--- src/rtl/core/ktc_pkg.sv ---
// ----------------------------------------------------------------------------
// ktc_pkg: shared types and constants of the keyed table
// Transaction payloads, operation and status codes, table sizing and the
// request bundle that drives the table memory.
// ----------------------------------------------------------------------------
package ktc_pkg;

  // Table sizing. Field widths of the transactions are fixed; the table
  // geometry follows from CAPACITY.
  localparam int CAPACITY  = 64;
  localparam int IDX_W     = $clog2(CAPACITY);
  localparam int CNT_W     = $clog2(CAPACITY + 1);
  localparam int KEY_W     = 32;
  localparam int VAL_W     = 32;
  localparam int ENTRY_W   = KEY_W + VAL_W;
  localparam int OPC_W     = 3;
  localparam int STAT_W    = 2;
  localparam int HIT_W     = 6;
  localparam int CNT_OUT_W = 7;

  typedef enum logic [OPC_W-1:0] {
    OP_APPEND = 3'd0,
    OP_UPDATE = 3'd1,
    OP_DELETE = 3'd2,
    OP_LOOKUP = 3'd3,
    OP_CLEAR  = 3'd4
  } opcode_e;

  typedef enum logic [STAT_W-1:0] {
    ST_DONE    = 2'd0,
    ST_MISSING = 2'd1,
    ST_FULL    = 2'd2
  } status_e;

  typedef enum logic [1:0] {
    S_IDLE,
    S_SCAN,
    S_SHIFT,
    S_FINISH
  } state_e;

  typedef struct packed {
    logic [OPC_W-1:0]        opcode;
    logic signed [KEY_W-1:0] item_key;
    logic signed [VAL_W-1:0] item_value;
  } in_t;

  typedef struct packed {
    logic [STAT_W-1:0]       status;
    logic signed [VAL_W-1:0] value_out;
    logic [HIT_W-1:0]        hit_index;
    logic [CNT_OUT_W-1:0]    entry_count;
  } out_t;

  typedef struct packed {
    logic               rd_en;
    logic [IDX_W-1:0]   rd_addr;
    logic               wr_en;
    logic [IDX_W-1:0]   wr_addr;
    logic [ENTRY_W-1:0] wr_data;
  } ram_req_t;

endpackage

--- src/rtl/core/ktc_ram.sv ---
// ----------------------------------------------------------------------------
// ktc_ram: generic single-write, single-read memory
// One write port and one read port with registered read data.
// ----------------------------------------------------------------------------
module ktc_ram #(
  parameter int Width = 64,
  parameter int Depth = 64
) (
  input  logic                     clk_i,
  input  logic                     wr_en_i,
  input  logic [$clog2(Depth)-1:0] wr_addr_i,
  input  logic [Width-1:0]         wr_data_i,
  input  logic                     rd_en_i,
  input  logic [$clog2(Depth)-1:0] rd_addr_i,
  output logic [Width-1:0]         rd_data_o
);

  logic [Width-1:0] mem_q [Depth];

  always_ff @(posedge clk_i) begin
    if (wr_en_i) begin
      mem_q[wr_addr_i] <= wr_data_i;
    end
    if (rd_en_i) begin
      rd_data_o <= mem_q[rd_addr_i];
    end
  end

endmodule

--- src/rtl/core/ktc_ctrl.sv ---
// ----------------------------------------------------------------------------
// ktc_ctrl: operation sequencer of the keyed table
// Walks the table one entry per cycle through the memory read port, with a
// single key comparator, and compacts the table after a delete.
// ----------------------------------------------------------------------------
module ktc_ctrl (
  input  logic                            clk_i,
  input  logic                            rst_ni,
  input  logic                            start_i,
  input  ktc_pkg::in_t                    req_i,
  output logic                            busy_o,
  output ktc_pkg::ram_req_t               ram_req_o,
  input  logic [ktc_pkg::ENTRY_W-1:0]     rd_data_i,
  output logic                            res_valid_o,
  output ktc_pkg::out_t                   res_o,
  input  logic                            res_take_i
);
  import ktc_pkg::*;

  state_e             state_q, state_d;
  logic [OPC_W-1:0]   op_q, op_d;
  logic [KEY_W-1:0]   key_q, key_d;
  logic [VAL_W-1:0]   val_q, val_d;
  logic [CNT_W-1:0]   idx_q, idx_d;
  logic               cmp_vld_q, cmp_vld_d;
  logic [IDX_W-1:0]   cmp_idx_q, cmp_idx_d;
  logic [CNT_W-1:0]   fill_q, fill_d;
  out_t               res_q, res_d;

  logic [CNT_W-1:0]   src;
  logic               scan_issue;
  logic               shift_issue;
  logic               match;
  logic               full;

  // The shared comparator looks at the entry read in the previous cycle.
  assign src         = idx_q + CNT_W'(1);
  assign scan_issue  = (idx_q < fill_q);
  assign shift_issue = (src < fill_q);
  assign match       = cmp_vld_q && (rd_data_i[ENTRY_W-1 -: KEY_W] == key_q);
  assign full        = (fill_q >= CNT_W'(CAPACITY));

  always_ff @(posedge clk_i or negedge rst_ni) begin
    if (!rst_ni) begin
      state_q   <= S_IDLE;
      fill_q    <= '0;
      cmp_vld_q <= 1'b0;
    end else begin
      state_q   <= state_d;
      fill_q    <= fill_d;
      cmp_vld_q <= cmp_vld_d;
    end
  end

  always_ff @(posedge clk_i) begin
    op_q      <= op_d;
    key_q     <= key_d;
    val_q     <= val_d;
    idx_q     <= idx_d;
    cmp_idx_q <= cmp_idx_d;
    res_q     <= res_d;
  end

  // Next state and datapath registers.
  always_comb begin
    state_d   = state_q;
    op_d      = op_q;
    key_d     = key_q;
    val_d     = val_q;
    idx_d     = idx_q;
    cmp_vld_d = cmp_vld_q;
    cmp_idx_d = cmp_idx_q;
    fill_d    = fill_q;
    res_d     = res_q;
    unique case (state_q)
      S_IDLE: begin
        if (start_i) begin
          op_d              = req_i.opcode;
          key_d             = req_i.item_key;
          val_d             = req_i.item_value;
          idx_d             = '0;
          cmp_vld_d         = 1'b0;
          res_d             = '0;
          res_d.entry_count = CNT_OUT_W'(fill_q);
          state_d           = S_FINISH;
          unique case (req_i.opcode)
            OP_APPEND: begin
              if (full) begin
                res_d.status = ST_FULL;
              end else begin
                res_d.hit_index   = HIT_W'(fill_q);
                fill_d            = fill_q + CNT_W'(1);
                res_d.entry_count = CNT_OUT_W'(fill_q + CNT_W'(1));
              end
            end
            OP_UPDATE, OP_DELETE, OP_LOOKUP: begin
              state_d = S_SCAN;
            end
            OP_CLEAR: begin
              fill_d            = '0;
              res_d.entry_count = '0;
            end
            default: begin
              state_d = S_FINISH;
            end
          endcase
        end
      end
      S_SCAN: begin
        cmp_vld_d = scan_issue;
        cmp_idx_d = idx_q[IDX_W-1:0];
        if (scan_issue) begin
          idx_d = idx_q + CNT_W'(1);
        end
        if (match) begin
          res_d.hit_index = HIT_W'(cmp_idx_q);
          if (op_q == OP_LOOKUP) begin
            res_d.value_out = rd_data_i[VAL_W-1:0];
            state_d         = S_FINISH;
          end else if (op_q == OP_UPDATE) begin
            state_d = S_FINISH;
          end else begin
            // Delete: move every later entry down by one place.
            idx_d     = CNT_W'(cmp_idx_q);
            cmp_vld_d = 1'b0;
            state_d   = S_SHIFT;
          end
        end else if (!cmp_vld_q && !scan_issue) begin
          res_d.status = ST_MISSING;
          state_d      = S_FINISH;
        end
      end
      S_SHIFT: begin
        cmp_vld_d = shift_issue;
        cmp_idx_d = idx_q[IDX_W-1:0];
        if (shift_issue) begin
          idx_d = src;
        end
        if (!shift_issue && !cmp_vld_q) begin
          fill_d            = fill_q - CNT_W'(1);
          res_d.entry_count = CNT_OUT_W'(fill_q - CNT_W'(1));
          state_d           = S_FINISH;
        end
      end
      S_FINISH: begin
        if (res_take_i) begin
          state_d = S_IDLE;
        end
      end
      default: begin
        state_d = S_IDLE;
      end
    endcase
  end

  // Memory requests and handshake outputs.
  always_comb begin
    ram_req_o = '0;
    unique case (state_q)
      S_IDLE: begin
        if (start_i && (req_i.opcode == OP_APPEND) && !full) begin
          ram_req_o.wr_en   = 1'b1;
          ram_req_o.wr_addr = fill_q[IDX_W-1:0];
          ram_req_o.wr_data = {req_i.item_key, req_i.item_value};
        end
      end
      S_SCAN: begin
        ram_req_o.rd_en   = scan_issue;
        ram_req_o.rd_addr = idx_q[IDX_W-1:0];
        if (match && (op_q == OP_UPDATE)) begin
          ram_req_o.wr_en   = 1'b1;
          ram_req_o.wr_addr = cmp_idx_q;
          ram_req_o.wr_data = {key_q, val_q};
        end
      end
      S_SHIFT: begin
        ram_req_o.rd_en   = shift_issue;
        ram_req_o.rd_addr = src[IDX_W-1:0];
        if (cmp_vld_q) begin
          ram_req_o.wr_en   = 1'b1;
          ram_req_o.wr_addr = cmp_idx_q;
          ram_req_o.wr_data = rd_data_i;
        end
      end
      S_FINISH: begin
        ram_req_o = '0;
      end
      default: begin
        ram_req_o = '0;
      end
    endcase
  end

  assign busy_o      = (state_q != S_IDLE);
  assign res_valid_o = (state_q == S_FINISH);
  assign res_o       = res_q;

endmodule

--- src/rtl/core/keyed_table_with_compaction.sv ---
// ----------------------------------------------------------------------------
// keyed_table_with_compaction: packed key/value table with linear search
// Top level: transaction handshakes, table memory and result register.
// ----------------------------------------------------------------------------
// The block keeps up to CAPACITY key/value pairs packed at positions
// 0 to count-1 in arrival order and performs one operation per input
// transaction: append, update, delete, look up or clear. It works on one
// transaction at a time. Append, clear and unknown opcodes set their result
// at the edge that accepts the transaction, without a scan. Update and look up
// read the table one entry per cycle through the single read port of the
// table memory, up to the first match or to the end of the table on a miss.
// Delete scans up to the match and then compacts the entries above it, one
// entry per cycle. The input is stalled until the result has been loaded
// into the output register, and the next transaction can be accepted after
// that. A finished result sits in an output register, so the next
// transaction is accepted while the previous result waits to be taken. Keys
// compare as raw 32-bit patterns; duplicates are allowed and only the lowest
// match is acted upon.
module keyed_table_with_compaction (
  input  logic          clk_i,
  input  logic          rst_ni,
  input  logic          in_valid_i,
  output logic          in_stall_o,
  input  ktc_pkg::in_t  in_data_i,
  output logic          out_valid_o,
  input  logic          out_stall_i,
  output ktc_pkg::out_t out_data_o
);
  import ktc_pkg::*;

  logic               busy;
  logic               start;
  ram_req_t           ram_req;
  logic [ENTRY_W-1:0] rd_data;
  logic               res_valid;
  out_t               res;
  logic               res_take;
  logic               out_valid_q, out_valid_d;
  out_t               out_data_q, out_data_d;

  // A transaction is taken whenever the sequencer is idle; the output
  // register may still be holding the previous result.
  assign in_stall_o = busy;
  assign start      = in_valid_i && !busy;

  ktc_ctrl u_ctrl (
    .clk_i       (clk_i),
    .rst_ni      (rst_ni),
    .start_i     (start),
    .req_i       (in_data_i),
    .busy_o      (busy),
    .ram_req_o   (ram_req),
    .rd_data_i   (rd_data),
    .res_valid_o (res_valid),
    .res_o       (res),
    .res_take_i  (res_take)
  );

  // The table memory holds the key in the upper half of each word.
  ktc_ram #(
    .Width (ENTRY_W),
    .Depth (CAPACITY)
  ) u_table (
    .clk_i     (clk_i),
    .wr_en_i   (ram_req.wr_en),
    .wr_addr_i (ram_req.wr_addr),
    .wr_data_i (ram_req.wr_data),
    .rd_en_i   (ram_req.rd_en),
    .rd_addr_i (ram_req.rd_addr),
    .rd_data_o (rd_data)
  );

  // The result moves into the output register when that register is empty
  // or is being emptied in this cycle.
  assign res_take = res_valid && (!out_valid_q || !out_stall_i);

  always_comb begin
    out_valid_d = out_valid_q;
    out_data_d  = out_data_q;
    if (res_take) begin
      out_valid_d = 1'b1;
      out_data_d  = res;
    end else if (!out_stall_i) begin
      out_valid_d = 1'b0;
    end
  end

  always_ff @(posedge clk_i or negedge rst_ni) begin
    if (!rst_ni) begin
      out_valid_q <= 1'b0;
    end else begin
      out_valid_q <= out_valid_d;
    end
  end

  always_ff @(posedge clk_i) begin
    out_data_q <= out_data_d;
  end

  assign out_valid_o = out_valid_q;
  assign out_data_o  = out_data_q;

  // An accepted transaction leaves the sequencer busy, so the input stalls once it is taken.
  a_busy_after_accept : assert property (@(posedge clk_i) disable iff (!rst_ni)
    start |=> in_stall_o)
    else $error("input not stalled after an accepted transaction");

  // A finished result is held by the sequencer until the output takes it.
  a_result_held : assert property (@(posedge clk_i) disable iff (!rst_ni)
    (res_valid && !res_take) |=> (res_valid && $stable(res)))
    else $error("pending result lost before reaching the output register");

  // A refused append only happens on a full table and points nowhere.
  a_full_status : assert property (@(posedge clk_i) disable iff (!rst_ni)
    (out_valid_o && (out_data_o.status == ST_FULL)) |->
      ((out_data_o.entry_count == CNT_OUT_W'(CAPACITY)) &&
       (out_data_o.hit_index == '0)))
    else $error("full status with a table that is not full");

  // The entry count never exceeds the table size.
  a_count_bound : assert property (@(posedge clk_i) disable iff (!rst_ni)
    out_valid_o |-> (out_data_o.entry_count <= CNT_OUT_W'(CAPACITY)))
    else $error("entry count beyond table capacity");

endmodule
--- config.mk ---
export PLATFORM = sky130hd
export DESIGN_NAME = keyed_table_with_compaction
export DESIGN_NICKNAME = d
export VERILOG_FILES = /design/src/rtl/core/ktc_pkg.sv /design/src/rtl/core/ktc_ram.sv /design/src/rtl/core/ktc_ctrl.sv /design/src/rtl/core/keyed_table_with_compaction.sv
export SDC_FILE = /design/constraint.sdc
export NUM_CORES = 2
export LEC_CHECK = 0
export BUFFER_PORTS_ARGS = -buffer_cell sky130_fd_sc_hd__buf_2
export CORE_ASPECT_RATIO = 1.1
export CORE_MARGIN = 2
export CORE_UTILIZATION = 55
export DETAILED_ROUTE_END_ITERATION = 7
export PLACE_DENSITY = 0.71
export SYNTH_ARGS = -nofsm -noshare
export SYNTH_HDL_FRONTEND = slang
export SYNTH_HIERARCHICAL = 1
export SYNTH_SLANG_ARGS = --single-unit
--- constraint.sdc ---
create_clock -name clk_i -period 10.5 [get_ports clk_i]
set_input_delay 1.575 -clock clk_i [delete_from_list [all_inputs] [get_ports clk_i]]
set_output_delay 1.575 -clock clk_i [all_outputs]
set_load 0.005 [all_outputs]
* Yosys cells after proc, flatten, opt, wreduce, memory -nomap -nowiden
Memory sizes are Yosys's and may differ from the RTL's. A register that Yosys moved wholly into a read port is not among the register bits.
Cells that the tools add are included.
** Storage, ports and cells
- Logic and storage cells :: 126
- Output and inout bits :: 49
- Input port bits :: 71
- RAM bits :: 4096
- Memories :: 1
- Register bits :: 185
** Memory list
- u_table.mem_q :: depth 64, width 64, rd ports 1, clocked after Yosys merged registers in 1, write ports 1, RTL line ktc_ram.sv:18 : logic [Width-1:0] mem_q [Depth];
** Operators by class
- Order comparisons :: 3
- Add/subtract/negate cells :: 3
- Equal/unequal tests :: 22
- Mux-type cells :: 47
- Reduce and logical (&&, ||, !) cells :: 33
** Operator list (number)
- case mux 71 bit (4 select lines) :: 1
- 2-to-1 mux 71 bit :: 3
- case mux 40 bit (2 select lines) :: 1
- case mux 7 bit (2 select lines) :: 5
- 2-to-1 mux 7 bit :: 9
- 2-to-1 mux 47 bit :: 1
- 2-to-1 mux 38 bit :: 1
- == test 32 bit :: 1
- 2-to-1 mux 32 bit :: 1
- 2-to-1 mux 2 bit :: 11
- case mux 7 bit (3 select lines) :: 1
- != test 2 x 1 -> 1 bit (second input constant) :: 8
- adder 7 x 1 -> 7 bit (second input constant) :: 2
- less-than comparator 7 bit :: 2
- 2-to-1 mux 13 bit :: 1
- AND reduction 4 bit :: 3
- == test 3 x 2 -> 1 bit (second input constant) :: 3
- 2-to-1 mux 1 bit :: 9
- AND reduction 3 bit :: 3
- logical AND 1 bit :: 8
- case mux 2 bit (4 select lines) :: 1
- greater-or-equal comparator 7 bit (second input constant) :: 1
- logical NOT 1 bit :: 7
- subtractor 7 x 1 -> 7 bit (second input constant) :: 1
- other kinds (19) :: 24

* Depth between registers and ports, before layout
- Depth in word-level cells :: 9
- Depth in mapped cells :: 16
- Mapped depth without buffers :: 11

* Modules after synthesis
Netlist, hierarchy kept.
** Modules (own cells, without submodules)
- ktc_ram :: area an instance 156989.3 um2, seq. area each 124919.8 um2, times used 1, cells each 6598
- ktc_ctrl :: area an instance 7579.8 um2, seq. area each 4063.9 um2, times used 1, cells each 717
- keyed_table_with_compaction :: area an instance 1461.4 um2, seq. area each 1436.4 um2, times used 1, cells each 51

* Least setup slack after synthesis
OpenSTA, ideal clock, no wires.
- Kind :: input-to-reg
- From :: in in_valid_i
- To :: mem u_table.mem_q[48][0] (enable)
- Path slack :: 0.762 ns
- Arrival time :: 9.174 ns
- Data required time :: 9.936 ns
- Path buffers :: 2
- Cell stages on the path :: 9
- Cell sequence :: nor2b_1 and2_1 nor3b_1 clkbuf_1 clkbuf_1 a22o_1 nor2b_1 nand4b_1 nor3_1
** RTL lines
- start, declared :: RTL line keyed_table_with_compaction.sv:22 : input logic in_valid_i,
- end, declared :: RTL line ktc_ram.sv:18

==> results.py <==
metrics = {
    "timing": {
        "setup_ws_ps": 3823,
        "max-slew-margin-rel_pct": 11.87,
        "rsz0062_at_grt": "no",
        "fmax_mhz": 149.8,
        "setup_viol": 0,
        "drv_slew": 0,
        "tightestPinTransition_ps": 1310,
        "hold_viol": 0,
        "holdWs_ps": 415.3,
        "setup-tns-final_ps": 0,
        "fin_crit_sh_pct": 63.59,
        "fin_skew_ps": 53.75,
        "fin_crit_ps": 6677,
    },
    "logic_synthesis": {
        "synth_seq_area_share_pct": 78.55,
        "ys_warn_count": 6,
        "synth_top_family_by_area": "multiplexers",
        "synth_edf_count": 4334,
        "yosys-top-cells-area": "edfxtp_1 (78%), mux4_2 (14%), a22oi_1 (1.1%)",
        "synth_mux_area_share_pct": 14.75,
        "synthSimpleGateAreaFrac_pct": 1.986,
        "synth.avg_cell_area_um2": 22.54,
        "synth_fa_ha_area_share_pct": 0.1507,
        "synthXorXnorAreaFrac_pct": 0.2321,
        "synthArstFlopShare_pct": 0.2532,
        "syn_nets": 7457,
        "synth_top_cell_area_share_pct": 78.39,
        "synth_ff_type": "edfxtp_1",
        "ys_types": 67,
        "synth_top_cell_by_area": "edfxtp_1",
        "synth-compound-area-share_pct": 3.066,
        "synthesis.area_um2": 166000,
        "synth-seq-cells": 4345,
        "syn_inst": 7366,
    },
    "routing": {
        "post_drt_wl_per_cell_um": 34.09,
        "vias_per_cell": 6.709,
        "dr.first_iter.drc_count": 11508,
        "drc": 0,
        "num_vias": 80504,
        "ant_nets": 0,
        "drtPass1Iterations": 6,
        "drt_wl_total_um": 409000,
    },
    "hold_path": {
        "hold_class": "flip-flop to flip-flop",
        "hold_path_depth": 0,
    },
    "clock_tree": {
        "numCtsBuffers": 414,
        "cts_buffer_depth": 4,
        "cts_hold_buf": 0,
        "htreeDepth": 5,
        "root_buffer": "clkbuf_16",
        "cts.sinks": 4345,
        "clk_pin_slew_ps": 60,
        "cts_tree": "built",
        "clk_latency_ps": 950,
        "post_cts_buffers": 0,
        "cts-resized-gates": 0,
    },
    "place": {
        "place_hpwl_um": 234900,
        "io_buffers": 119,
        "gp_congestion": 0.8867,
        "dpl-instance-area_um2": 172100,
        "preCtsSetupSlack_ps": 3243,
    },
    "global_routing": {
        "globalRoute.totalOverflow": 0,
        "antenna_found_initial": 40,
        "grt_usage_pct": 26.57,
        "grt_pass1_wl_um": 581600,
        "grt_start_max_net_pins": 144,
        "grt_pass1_vias": 80544,
    },
    "power": {
        "ir_worst_vdd_uv": 273.8,
        "power_mw": 48.81,
        "p_per_area_nw_per_um2": 263.1,
        "p_leak_nw": 54.53,
    },
    "floorplanning": {
        "start_util_pct": 55.26,
        "die_h_um": 580.2,
        "num_io_pins": 120,
        "die_area_um2": 306300,
        "row_count": 211,
        "die_w_um": 527.9,
        "core_um2": 300400,
    },
    "critical_path": {
        "cpMaxStageDelayCell": "nor3b_2",
        "crit_cells": 11,
        "endpoint_kind": "flip-flop",
        "crit_path_cell_trace": "inv_1 -> ha_1 -> inv_1 -> nor2b_1 -> and2_4 -> nor3b_2 -> buf_4 -> a22o_1 -> nand3_1 -> nor2_4 -> buf_4",
        "cp_data_arrival_time_ps": 7210,
        "r2r_cells": 11,
        "critPathKind": "flip-flop to flip-flop",
        "cp_max_fo": 52,
        "path_delay_family": "simple AND/OR/NAND/NOR gates",
        "crit_path_start_kind": "flip-flop",
        "critPathBufInv": 4,
        "cpPeakStageDelay_ps": 960,
        "crit_required_ps": 11030,
    },
    "cells_and_area": {
        "fillCellCount": 19777,
        "final_common_cell": "edfxtp_1",
        "syn_to_final_growth_pct": 11.73,
        "seq_area_um2": 130400,
        "final_cell_mix": "edfxtp_1 (4334), mux4_2 (1024), clkbuf_16 (420)",
        "multi_input_area_um2": 34160,
        "layout.nets": 7796,
        "fin_area_um2": 185500,
        "drive_above_1_share_pct": 25.86,
    },
    "run_status": {
        "status": "finished, final reports clean",
    },
    "flow_run": {
        "maxCapViolCount": 0,
    },
}
## cell usage after synthesis, drive strengths merged, types with 2 or more instances
master / n
edfxtp: 4334
mux4: 1024
a22oi: 239
buf: 239
nand2: 202
clkbuf: 175
mux2i: 142
nor2: 137
a22o: 102
o22ai: 84
a211oi: 72
and3: 68
nand3: 58
o221ai: 40
and2: 37
nor2b: 36
inv: 34
or3: 34
xor2: 34
or2: 30
a21oi: 27
a41oi: 27
a2bb2oi: 21
a31oi: 21
ha: 20
nor3: 16
o21ai: 16
nand2b: 15
nor4: 12
dfrtp: 11
xnor2: 10
nand4: 8
a21boi: 4
o31ai: 4
a21o: 3
nand3b: 3
o21a: 3
a2111oi: 2
a211o: 2
and4: 2
nand4b: 2
or3b: 2
or4: 2
## kinds of logic (layout without fill, tap and decap cells)
group	count (synthesis)	in the layout
xor gates and xnor gates	44	44
muxes	1167	1167
adders and majority gates	20	20
and+or+nand+nor	666	666
AOI/OAI and AO/OA	675	675
other	0	13
buffers and inverters	449	1129
DFF	4345	4345
## flip-flops by register name, summed over array words and instances, names as in the netlist
signal and count:
u_ctrl/idx_q 7, u_ctrl/op_q 3, u_ctrl/res_o 47, u_ctrl/cmp_idx_q 6
u_ctrl/state_q 2, u_ctrl/fill_q 7, out_valid_o 1, u_table/mem_q 4096
u_table/rd_data_o 64, u_ctrl/key_q 32, u_ctrl/val_q 32, out_data_o 47
u_ctrl/cmp_vld_q 1
## per-layer routing
layer  share of wire (%)  GRT usage, %  wire, um  up-vias
li1                    -             -         -    32102
met1                  37         37.01    149600    42937
met2                  48         41.80    197200     4814
met3                  12         6.570     48400      647
met4                 3.4         8.611     13750        4
met5              0.0098             0        40        -
## worst reg2reg max path, stage by stage, from the launching register on
cell     delay [ps]
dfrtp_1         430
inv_1           130
ha_1            300
inv_1           180
nor2b_1         200
and2_4          360
nor3b_2         960
buf_4           750
a22o_1          490
nand3_1         710
nor2_4          880
buf_4           820
## cell type report
type                    instances  area share [%]
multi-input cells            2572           18.42
diodes                         13         0.01754
flip-flops and latches       4345           70.31
clock inverters               253           1.348
clock buffers                 504           5.852
well taps                    3940           2.657
inverters                      35         0.07082
repair buffers                337           1.331
## where the power goes
group / switching, mW / internal [mW] / total (mW)
logic: 8.03 / 5.77 / 13.8
registers: 0.386 / 19.9 / 20.2
clock network: 6.32 / 8.45 / 14.8
total: 14.7 / 34.1 / 48.8
## metrics by stage
step | utilization, % | std cells
2_1_floorplan | - | 7366
3_3_place_gp | 57.29 | 11229
3_5_place_dp | 57.29 | 11229
4_1_cts | 61.73 | 11986
5_1_grt | 61.74 | 11990
6_report | 61.75 | 11999
## final timing paths
kind / start / endpoint / slack (ps)
max: u_ctrl/state_q[0] / u_table/mem_q[60][4] / 3820
min: u_ctrl/res_o[28] / out_data_o[28] / 420
max reg2reg: u_ctrl/state_q[0] / u_table/mem_q[60][4] / 3820
min reg2reg: u_ctrl/res_o[28] / out_data_o[28] / 420
max in group asynchronous: rst_ni / u_ctrl/fill_q[3] / 9700
min in group asynchronous: rst_ni / u_ctrl/state_q[0] / 550
No activity file was read; power rests on OpenSTA's default activity.
